$ cat src/sv/char_histogram_first_seen_top_macros.svh
// ----------------------------------------------------------------------------
// Assertion macros for the character histogram
// Shared concurrent assertion forms, clocked on aclk, off during reset.
// ----------------------------------------------------------------------------
`ifndef CHAR_HISTOGRAM_FIRST_SEEN_TOP_MACROS_SVH
`define CHAR_HISTOGRAM_FIRST_SEEN_TOP_MACROS_SVH

// same-cycle implication
`define CHFS_ASSERT_IMP(lbl, ante, cons, msg) \
    lbl: assert property (@(posedge aclk) disable iff (!aresetn) (ante) |-> (cons)) \
        else $error(msg);

// next-cycle implication
`define CHFS_ASSERT_NXT(lbl, ante, cons, msg) \
    lbl: assert property (@(posedge aclk) disable iff (!aresetn) (ante) |=> (cons)) \
        else $error(msg);

`endif

$ cat src/sv/chfs_pkg.sv
// ----------------------------------------------------------------------------
// chfs_pkg
// Sizes, character constants and state codes for the character histogram.
// ----------------------------------------------------------------------------
`default_nettype none

package chfs_pkg;

    localparam int ENTRIES    = 32;
    localparam int COUNT_BITS = 16;
    localparam int SYM_W      = 8;
    localparam int TALLY_W    = 16;

    localparam int IDX_W  = (ENTRIES > 1) ? $clog2(ENTRIES) : 1;
    localparam int CNT_W  = $clog2(ENTRIES + 1);
    localparam int WORD_W = SYM_W + COUNT_BITS;

    localparam logic [SYM_W-1:0] CHAR_UPPER_A = 8'h41;
    localparam logic [SYM_W-1:0] CHAR_UPPER_Z = 8'h5A;
    localparam logic [SYM_W-1:0] CASE_OFFSET  = 8'd32;

    typedef enum logic [2:0] {
        ST_IDLE = 3'b001,
        ST_UPD  = 3'b010,
        ST_RPT  = 3'b100
    } state_t;

endpackage

`default_nettype wire

$ cat src/sv/char_histogram_first_seen_top.sv
// Update: a character already in the table is read, then its count is written back in
// the update state; a new or dropped character is taken in the idle state. Report: once
// the end-of-text character is counted, each entry is read, registered and sent, paced
// by the single registered read port of the count memory; a read waits for the last one.
// Reset: entry count and overflow flag cleared; table contents left as they are.
// ----------------------------------------------------------------------------
// char_histogram_first_seen_top
// Character histogram with first-seen ordering. Symbols sit in a register row
// for the parallel lookup; symbol and count words sit in a synchronous memory
// that is read, incremented and written back. End of text dumps the table.
// ----------------------------------------------------------------------------
`default_nettype none
`include "char_histogram_first_seen_top_macros.svh"

module char_histogram_first_seen_top
    import chfs_pkg::*;
(
    input  wire logic         aclk,
    input  wire logic         aresetn,
    input  wire logic         s_tvalid,
    output logic              s_tready,
    input  wire logic [7:0]   s_tdata,   // [7:0] ch
    input  wire logic         s_tlast,
    output logic              m_tvalid,
    input  wire logic         m_tready,
    output logic [23:0]       m_tdata,   // [7:0] symbol, [23:8] tally
    output logic              m_tuser,   // [0] dropped
    output logic              m_tlast
);

    // table storage
    logic [SYM_W-1:0]  sym_tab [ENTRIES];
    logic [WORD_W-1:0] mem     [ENTRIES];
    logic [WORD_W-1:0] rd_data_reg;

    // control
    state_t            state_reg, state_next;
    logic [CNT_W-1:0]  used_reg, used_next;
    logic              ovf_reg, ovf_next;
    logic [IDX_W-1:0]  upd_idx_reg, upd_idx_next;
    logic              eot_reg, eot_next;
    logic [IDX_W-1:0]  rpt_idx_reg, rpt_idx_next;
    logic              pend_reg, pend_next;
    logic              pend_last_reg, pend_last_next;
    logic              pend_drop_reg, pend_drop_next;

    // output beat
    logic              m_valid_reg, m_valid_next;
    logic [SYM_W-1:0]  m_sym_reg;
    logic [TALLY_W-1:0] m_tally_reg;
    logic              m_drop_reg;
    logic              m_last_reg;

    logic [SYM_W-1:0]      sym_fold;
    logic [ENTRIES-1:0]    match;
    logic                  hit;
    logic                  full;
    logic [IDX_W-1:0]      hit_idx;
    logic                  s_fire;
    logic                  sym_we;
    logic                  mem_we, mem_re;
    logic [IDX_W-1:0]      mem_waddr, mem_raddr;
    logic [WORD_W-1:0]     mem_wdata;
    logic [COUNT_BITS-1:0] cur_tally, inc_tally;
    logic                  rpt_issue, rpt_last;
    logic [31:0]           rd_tally32;
    logic [TALLY_W-1:0]    rd_tally_sat;

    assign s_tready = (state_reg == ST_IDLE);
    assign s_fire   = s_tvalid && s_tready;

    assign sym_fold = (s_tdata >= CHAR_UPPER_A && s_tdata <= CHAR_UPPER_Z) ?
                      s_tdata + CASE_OFFSET : s_tdata;

    always_comb begin
        hit_idx = '0;
        for (int k = 0; k < ENTRIES; k++) begin
            match[k] = (CNT_W'(k) < used_reg) && (sym_tab[k] == sym_fold);
            if (match[k]) begin
                hit_idx = hit_idx | IDX_W'(k);
            end
        end
    end

    assign hit  = |match;
    assign full = (used_reg == CNT_W'(ENTRIES));

    assign cur_tally = rd_data_reg[COUNT_BITS-1:0];
    assign inc_tally = (cur_tally == '1) ? cur_tally : cur_tally + COUNT_BITS'(1);

    assign rpt_issue = (state_reg == ST_RPT) && !pend_reg && (!m_valid_reg || m_tready);
    assign rpt_last  = ((CNT_W'(rpt_idx_reg) + CNT_W'(1)) == used_reg);

    always_comb begin
        state_next     = state_reg;
        used_next      = used_reg;
        ovf_next       = ovf_reg;
        upd_idx_next   = upd_idx_reg;
        eot_next       = eot_reg;
        rpt_idx_next   = rpt_idx_reg;
        pend_next      = 1'b0;
        pend_last_next = pend_last_reg;
        pend_drop_next = pend_drop_reg;
        sym_we         = 1'b0;
        mem_we         = 1'b0;
        mem_re         = 1'b0;
        mem_waddr      = used_reg[IDX_W-1:0];
        mem_raddr      = hit_idx;
        mem_wdata      = {sym_fold, COUNT_BITS'(1)};

        unique case (state_reg)
            ST_IDLE: begin
                rpt_idx_next = '0;
                if (s_fire) begin
                    if (hit) begin
                        mem_re       = 1'b1;
                        mem_raddr    = hit_idx;
                        upd_idx_next = hit_idx;
                        eot_next     = s_tlast;
                        state_next   = ST_UPD;
                    end else begin
                        if (!full) begin
                            sym_we    = 1'b1;
                            mem_we    = 1'b1;
                            used_next = used_reg + CNT_W'(1);
                        end else begin
                            ovf_next = 1'b1;
                        end
                        state_next = s_tlast ? ST_RPT : ST_IDLE;
                    end
                end
            end
            ST_UPD: begin
                mem_we     = 1'b1;
                mem_waddr  = upd_idx_reg;
                mem_wdata  = {rd_data_reg[WORD_W-1:COUNT_BITS], inc_tally};
                state_next = eot_reg ? ST_RPT : ST_IDLE;
            end
            ST_RPT: begin
                if (rpt_issue) begin
                    mem_re         = 1'b1;
                    mem_raddr      = rpt_idx_reg;
                    pend_next      = 1'b1;
                    pend_last_next = rpt_last;
                    pend_drop_next = ovf_reg;
                    if (rpt_last) begin
                        used_next  = '0;
                        ovf_next   = 1'b0;
                        state_next = ST_IDLE;
                    end else begin
                        rpt_idx_next = rpt_idx_reg + IDX_W'(1);
                    end
                end
            end
            default: begin
                state_next = ST_IDLE;
            end
        endcase
    end

    always_comb begin
        m_valid_next = m_valid_reg;
        priority if (pend_reg) begin
            m_valid_next = 1'b1;
        end else if (m_tready) begin
            m_valid_next = 1'b0;
        end else begin
            m_valid_next = m_valid_reg;
        end
    end

    always_ff @(posedge aclk) begin
        if (!aresetn) begin
            state_reg   <= ST_IDLE;
            used_reg    <= '0;
            ovf_reg     <= 1'b0;
            pend_reg    <= 1'b0;
            m_valid_reg <= 1'b0;
        end else begin
            state_reg   <= state_next;
            used_reg    <= used_next;
            ovf_reg     <= ovf_next;
            pend_reg    <= pend_next;
            m_valid_reg <= m_valid_next;
        end
    end

    always_ff @(posedge aclk) begin
        upd_idx_reg   <= upd_idx_next;
        eot_reg       <= eot_next;
        rpt_idx_reg   <= rpt_idx_next;
        pend_last_reg <= pend_last_next;
        pend_drop_reg <= pend_drop_next;
    end

    // symbol row for the lookup
    always_ff @(posedge aclk) begin
        if (sym_we) begin
            sym_tab[used_reg[IDX_W-1:0]] <= sym_fold;
        end
    end

    // symbol and count memory
    always_ff @(posedge aclk) begin
        if (mem_we) begin
            mem[mem_waddr] <= mem_wdata;
        end
        if (mem_re) begin
            rd_data_reg <= mem[mem_raddr];
        end
    end

    assign rd_tally32   = 32'(cur_tally);
    assign rd_tally_sat = (rd_tally32 > 32'h0000_FFFF) ? '1 : rd_tally32[TALLY_W-1:0];

    always_ff @(posedge aclk) begin
        if (pend_reg) begin
            m_sym_reg   <= rd_data_reg[WORD_W-1:COUNT_BITS];
            m_tally_reg <= rd_tally_sat;
            m_drop_reg  <= pend_drop_reg;
            m_last_reg  <= pend_last_reg;
        end
    end

    assign m_tvalid = m_valid_reg;
    assign m_tdata  = {m_tally_reg, m_sym_reg};
    assign m_tuser  = m_drop_reg;
    assign m_tlast  = m_last_reg;

    `CHFS_ASSERT_IMP(a_used_bound, 1'b1, used_reg <= CNT_W'(ENTRIES), "entry count past table size")
    `CHFS_ASSERT_IMP(a_unique_hit, s_fire, $onehot0(match), "symbol held in more than one entry")
    `CHFS_ASSERT_IMP(a_no_clobber, pend_reg, !m_valid_reg || m_tready, "report beat overwrites held beat")
    `CHFS_ASSERT_NXT(a_rpt_clear, rpt_issue && rpt_last, state_reg == ST_IDLE && used_reg == '0 && !ovf_reg, "table not cleared after report")
    `CHFS_ASSERT_NXT(a_upd_follows, s_fire && hit, state_reg == ST_UPD, "count update skipped")

endmodule

`default_nettype wire
$ cat config.mk
export PLATFORM = sky130hd
export DESIGN_NAME = char_histogram_first_seen_top
export DESIGN_NICKNAME = d
export VERILOG_FILES = /design/src/sv/chfs_pkg.sv /design/src/sv/char_histogram_first_seen_top.sv
export VERILOG_INCLUDE_DIRS = /design/src /design/src/sv
export SDC_FILE = /design/constraint.sdc
export NUM_CORES = 1
export LEC_CHECK = 0
export ABC_AREA = 1
export BUFFER_PORTS_ARGS = -buffer_cell sky130_fd_sc_hd__buf_4
export CORE_MARGIN = 2
export CORE_UTILIZATION = 43
export CTS_CLUSTER_SIZE = 25
export DETAILED_ROUTE_END_ITERATION = 7
export SYNTH_ARGS = -nofsm -noshare
export SYNTH_HDL_FRONTEND = slang
export SYNTH_SLANG_ARGS = --single-unit
$ cat constraint.sdc
create_clock -name aclk -period 6.7 [get_ports aclk]
set_clock_uncertainty 0.2 [all_clocks]
set_input_delay 0.335 -clock aclk [delete_from_list [all_inputs] [get_ports aclk]]
set_output_delay 0.335 -clock aclk [all_outputs]
set_load 0.1 [all_outputs]
==> results of run 1 <==
## worst max-delay path, delay by kind of cell
family	cells	cell delay [ns]
AO/OA/AOI/OAI	1	0.07
AND/OR/NAND/NOR	18	3.79
buffers and inverters	4	1.27
## path summary, 6_finish.rpt
path | end | start | cells after the start
worst max-delay path | mem[27][22] | s_tdata[1] | 23
worst min-delay path | sym_tab[23][7] | s_tdata[7] | 4
worst max register to register | mem[27][22] | used_reg[2] | 17
worst min register to register | m_tlast | pend_last_reg | 0
## per-stage QoR
step           setup WS [ns]  util (%)  cell area, sq um  hold slack [ns]
6_report                1.33      48.6             55500           0.0971
2_1_floorplan           2.19         -             49500            0.200
3_3_place_gp            1.33      45.4             51800            0.206
3_5_place_dp            1.18      45.4             51800            0.205
5_1_grt                0.994      48.6             55500           0.0967
4_1_cts                 1.39      48.6             55500           0.0516
## cells by family (layout without fill, tap and decap cells)
kind of cell,Yosys count,in the layout,synth area share (%)
and+or+nand+nor,2442,2442,22.4
DFF,1099,1099,66.5
buffers and inverters,806,913,7.08
AOI/OAI and AO/OA,138,138,1.52
xor gates and xnor gates,134,134,2.37
adders and majority gates,8,8,0.202
## area by class of cell
class                   count  share of cell area, %
well taps                1512                   3.41
clock buffers             141                   5.40
repair buffers            154                   2.64
multi-input cells        2722                   24.5
inverters                 553                   3.75
flip-flops and latches   1099                   59.3
clock inverters            65                   1.05
## repair_timing
item | in CTS | in global routing
hold buffers | 8 | 0
hold endpoints to repair | 52 | 0
setup endpoints to repair | 0 | 0
## cells in the mapped netlist, types with 4 or more instances
library cell,n,share of area (%)
xnor2_1,69,1.2
ha_1,8,0.20
buf_2,111,1.1
edfxtp_1,1087,66
nor2_2,5,0.063
dfxtp_1,12,0.49
nand2_4,4,0.091
nor3_1,22,0.22
inv_2,8,0.061
or2_2,15,0.19
nand4_1,17,0.21
nor2_1,225,1.7
o22ai_1,5,0.063
a21oi_1,36,0.36
nor4_1,7,0.089
nand3b_1,136,2.1
nand3_1,899,9.1
buf_4,47,0.71
buf_1,19,0.14
clkbuf_1,55,0.42
o21ai_0,68,0.69
nand3_2,5,0.10
nand2_1,1093,8.3
buf_6,21,0.48
nand2_2,6,0.076
o21ai_1,10,0.10
xor2_1,65,1.2
o211ai_1,7,0.11
inv_1,543,4.1
## layer usage
layer / global-route usage [%] / part of all wire (%)
met3: 2.97 / 6.4
met1: 30.3 / 42
met5: 0 / 0
met2: 37.0 / 48
met4: 8.83 / 3.8
## power groups by stage
stage	clock [mW]	combinational [mW]	sequential [mW]
global route	6.49	1.48	7.73
CTS	6.21	1.36	7.72
global placement	0	1.34	7.86
detailed placement	0	1.35	7.87
floorplan	0	0.861	7.87
finish	6.13	1.35	7.72
## cell usage in the layout (no fill, tap or decap), types with 19 or more instances in the layout
cell,n
buf_12,23
nand2_1,1092
xnor2_1,69
nor2_1,191
inv_1,542
clkbuf_1,25
edfxtp_1,1087
clkinv_1,31
a21oi_1,32
xor2_1,65
nor2_4,36
nand3b_1,136
buf_4,123
nor3_1,21
o21ai_0,59
clkbuf_16,116
nand3_1,898
clkinv_2,19
==> flow_metrics.env, run 1 <==
export IMPL_fin_nets=4665
export IMPL_seq_area_sq_um=32900
export IMPL_fin_cells=6246
export IMPL_die_area_sq_um=118000
export IMPL_place_gp_congestion=0.887
export IMPL_drc=0
export IMPL_place_detailed_hpwl_mm=79.5
export IMPL_rsz0062_at_grt="false"
export IMPL_track_usage_pct=22.5
export IMPL_finalSetupTns_ns=0
export IMPL_yosysWarningCount=0
export IMPL_layout_drive_gt1_share_pct=8.53
export IMPL_cpPeakStageDelay_ns=0.92
export IMPL_yosysSeqAreaShare_pct=66.5
export IMPL_drtIter0Drc=3159
export IMPL_min_path_type="in2reg"
export IMPL_post_cts_buffers=0
export IMPL_core_area_sq_um=114000
export IMPL_async_reset_ff_share_pct=0
export IMPL_path_cells="dlygate4sd3_1 > buf_4 > nand2_1 > nand2_2 > nand2_4 > nand3_4 > nand2_1 > nand2_1 > buf_4 > nand2_1 > o21ai_0 > nor2_1 > nand2_1 > nand2_1 > nor2_1 > nand2_1 > nor2_2 > nand2_1 > nor3_2 > inv_2 > nand2_2 > nand3_2 > nor2_4"
export IMPL_swShare_pct=24.4
export IMPL_grt_overflow_total=0
export IMPL_worst_setup_path_start_kind="input port"
export IMPL_grt_first_pass_wirelength_mm=201
export IMPL_io_buffers=40
export IMPL_finalCriticalPeriod_ns=5.37
export IMPL_cp_max_fo=29
export IMPL_setup_viol=0
export IMPL_irDropWorstVdd_mv=0.245
export IMPL_min_period_over_period_pct=80.1
export IMPL_clock_path_buffers=3
export IMPL_antenna_left=0
export IMPL_clock_latency_ns=0.72
export IMPL_cts_tree="yes"
export IMPL_cp_common_cell="nand2_1"
export IMPL_wl_per_cell_um=21.2
export IMPL_hold_viol=0
export IMPL_synth_cell_types=48
export IMPL_crit_slowest_cell="nor2_4"
export IMPL_chipWidth_um=343
export IMPL_multi_input_area_sq_um=13600
export IMPL_total_power_mw=15.2
export IMPL_netlist_area_sq_um=49500
export IMPL_synthCells=4627
export IMPL_synth_edf_count=1087
export IMPL_cts_resized_gates=0
export IMPL_p_sw_mw=3.71
export IMPL_htree_levels=3
export IMPL_start_util_pct=43.3
export IMPL_status="finished, final reports clean"
export IMPL_end_kind="flop"
export IMPL_worst_ep_arrival_time_ns=5.49
export IMPL_firstDrtPassIters=6
export IMPL_comb_power_share_pct=8.9
export IMPL_timing_fmax_ghz=0.186
export IMPL_drv_cap=0
export IMPL_crit_type="in2reg"
export IMPL_via_count=33423
export IMPL_p_leak_nw=21.7
export IMPL_p_per_area_nw_per_um2=274
export IMPL_io_pin_count=41
export IMPL_die_h_um=343
export IMPL_clockPowerShare_pct=40.3
export IMPL_synth_main_ff_cell="edfxtp_1"
export IMPL_placed_cells=6032
export IMPL_grt_max_degree=169
export IMPL_r2r_slack_ns=1.42
export IMPL_area_growth_pct=12.1
export IMPL_drv_slew=0
export IMPL_syn_nets=4648
export IMPL_vias_per_cell=5.35
export IMPL_routed_wl_mm=133
export IMPL_grt_pass1_vias=31891
export IMPL_core_rowCount=124
export IMPL_fill_cells=10231
export IMPL_relSlewSlack_pct=25.3
export IMPL_root_buffer="clkbuf_16"
export IMPL_syn_avg_cell_area_sq_um=10.7
export IMPL_ys_ff_latch=1099
export IMPL_clk_pin_slew_ns=0.07
export IMPL_p_int_mw=11.5
export IMPL_tightest_slew_ns=1.12
export IMPL_cts_sinks=1099
export IMPL_cts_buffers=114
export IMPL_antennaDiodeCount=0
export IMPL_seq_power_share_pct=50.8
export IMPL_critPathRequiredTime_ns=6.82
export IMPL_largest_reg_flops=768
export IMPL_grt_antenna_before_repair=0
Note: power is estimated with default switching activity, not from simulation.
==> inputs of run 2 (changes only) <==
clock period = 4.87 ns   (was 6.7 ns; I/O delays follow)
==> run 2 against run 1 <==
  * Worst hold slack worse by 0.047 ns
  * Setup slack got worse by 1.1 ns
  * Total power is 41% higher
  * Sequential share of layout area decreased by 1.4 points
  * Clock-buffer cell count shrank 12
  * Register-to-register slack worse by 1.2 ns
==> flow_metrics.env, run 2 (same netlist as run 1, synthesis figures left out) <==
export IMPL_die_h_um=343
export IMPL_antenna_left=0
export IMPL_area_growth_pct=14.8
export IMPL_finalCriticalPeriod_ns=4.63
export IMPL_vias_per_cell=5.35
export IMPL_min_period_over_period_pct=95.2
export IMPL_place_gp_congestion=0.892
export IMPL_grt_antenna_before_repair=0
export IMPL_crit_slowest_cell="dfxtp_1"
export IMPL_place_detailed_hpwl_mm=78.6
export IMPL_setup_viol=0
export IMPL_final_common_cell="nand2_1"
export IMPL_worst_hold_slack_ns=0.0499
export IMPL_irDropWorstVdd_mv=0.301
export IMPL_seq_area_sq_um=32900
export IMPL_status="finished, final reports clean"
export IMPL_fill_cells=10139
export IMPL_worst_setup_path_start_kind="flop"
export IMPL_rsz0062_at_grt="false"
export IMPL_relSlewSlack_pct=23.0
export IMPL_track_usage_pct=22.7
export IMPL_min_path_type="in2reg"
export IMPL_drc=0
export IMPL_multi_input_area_sq_um=13500
export IMPL_root_buffer="clkbuf_16"
export IMPL_cpPeakStageDelay_ns=0.61
export IMPL_clock_path_buffers=3
export IMPL_largest_reg_flops=768
export IMPL_final_cell_mix="nand2_1, edfxtp_1, nand3_1, inv_1, nor2_1"
export IMPL_p_leak_nw=22.4
export IMPL_layout_drive_gt1_share_pct=10.5
export IMPL_finalSetupTns_ns=0
export IMPL_die_area_sq_um=118000
export IMPL_end_kind="flop"
export IMPL_cp_max_fo=26
export IMPL_cts_sinks=1099
export IMPL_timing_fmax_ghz=0.216
export IMPL_drv_cap=0
export IMPL_grt_overflow_total=0
export IMPL_chipWidth_um=343
export IMPL_io_pin_count=41
export IMPL_start_util_pct=43.3
export IMPL_via_count=33922
export IMPL_firstDrtPassIters=6
export IMPL_drtIter0Drc=3244
export IMPL_htree_levels=3
export IMPL_critPathRequiredTime_ns=5.15
export IMPL_routed_wl_mm=135
export IMPL_p_per_area_nw_per_um2=377
export IMPL_wl_per_cell_um=21.3
export IMPL_cts_buffers=114
export IMPL_io_buffers=40
export IMPL_grt_max_degree=139
export IMPL_core_area_sq_um=114000
export IMPL_worst_ep_arrival_time_ns=4.91
export IMPL_fin_nets=4756
export IMPL_post_cts_buffers=0
export IMPL_clk_pin_slew_ns=0.07
export IMPL_clock_latency_ns=0.73
export IMPL_core_rowCount=124
export IMPL_tightest_slew_ns=1.15
export IMPL_hold_viol=0
export IMPL_drv_slew=0
export IMPL_grt_first_pass_wirelength_mm=203
export IMPL_grt_pass1_vias=32626
export IMPL_cts_tree="yes"
export IMPL_cp_common_cell="nand2_1"
export IMPL_crit_type="reg2reg"
run 2: final cells by class:
type / count / area share [%]
antenna: 1 / 0.00441
tap: 1512 / 3.33
multi-input combinational: 2722 / 23.8
clock inverter: 82 / 1.52
timing repair buffer: 245 / 4.67
inverter: 553 / 3.66
clock buffer: 129 / 5.12
sequential: 1099 / 57.9
run 2: worst paths after layout:
check	slack, ns	from	cells after the start	to
hold reg to reg	0.23	pend_last_reg	0	m_tlast
setup / recovery	0.24	used_reg[3]	25	rd_data_reg[16]
hold / removal	0.05	s_tdata[5]	4	sym_tab[5][5]
setup reg to reg	0.24	used_reg[3]	25	rd_data_reg[16]
run 2: layer usage:
metal  global-route usage, %  share of wire (%)  up-vias
met4                    9.32                4.1        0
met3                    2.88                6.1      281
met1                    29.7                 41    16573
met2                    38.4                 49     1207
li1                        -                  -    15861
met5                       0                  0        -
run 2: power by group:
part	internal [mW]	switching (mW)
Clock	5.05	3.76
Sequential	10.5	0.0967
Combinational	0.572	1.39
run 2: per-stage QoR:
step	cell area [sq um]	cells	total power [mW]	setup slack, ns	util (%)
6_report	56800	6343	21.4	0.236	49.7
5_1_grt	56800	6342	22.0	0.00925	49.7
4_1_cts	56800	6342	21.5	0.170	49.7
3_5_place_dp	52900	6120	12.8	0.190	46.3
3_3_place_gp	52900	6120	12.8	0.193	46.3
2_1_floorplan	49500	4627	12.0	0.454	-
run 2: repair_timing:
item / 4_1_cts / 5_1_grt
endpoints found under the setup margin: 0 / 2
hold buffers: 11 / 0
endpoints found under the hold margin: 183 / 0
gates resized for setup: 0 / 2
run 2: critical path: cells and delay by family, from the launching register on:
| family | cells | cell delay (ns) |
|---|---|---|
| and+or+nand+nor | 21 | 2.60 |
| buffers and inverters | 4 | 0.93 |
| DFF | 1 | 0.61 |
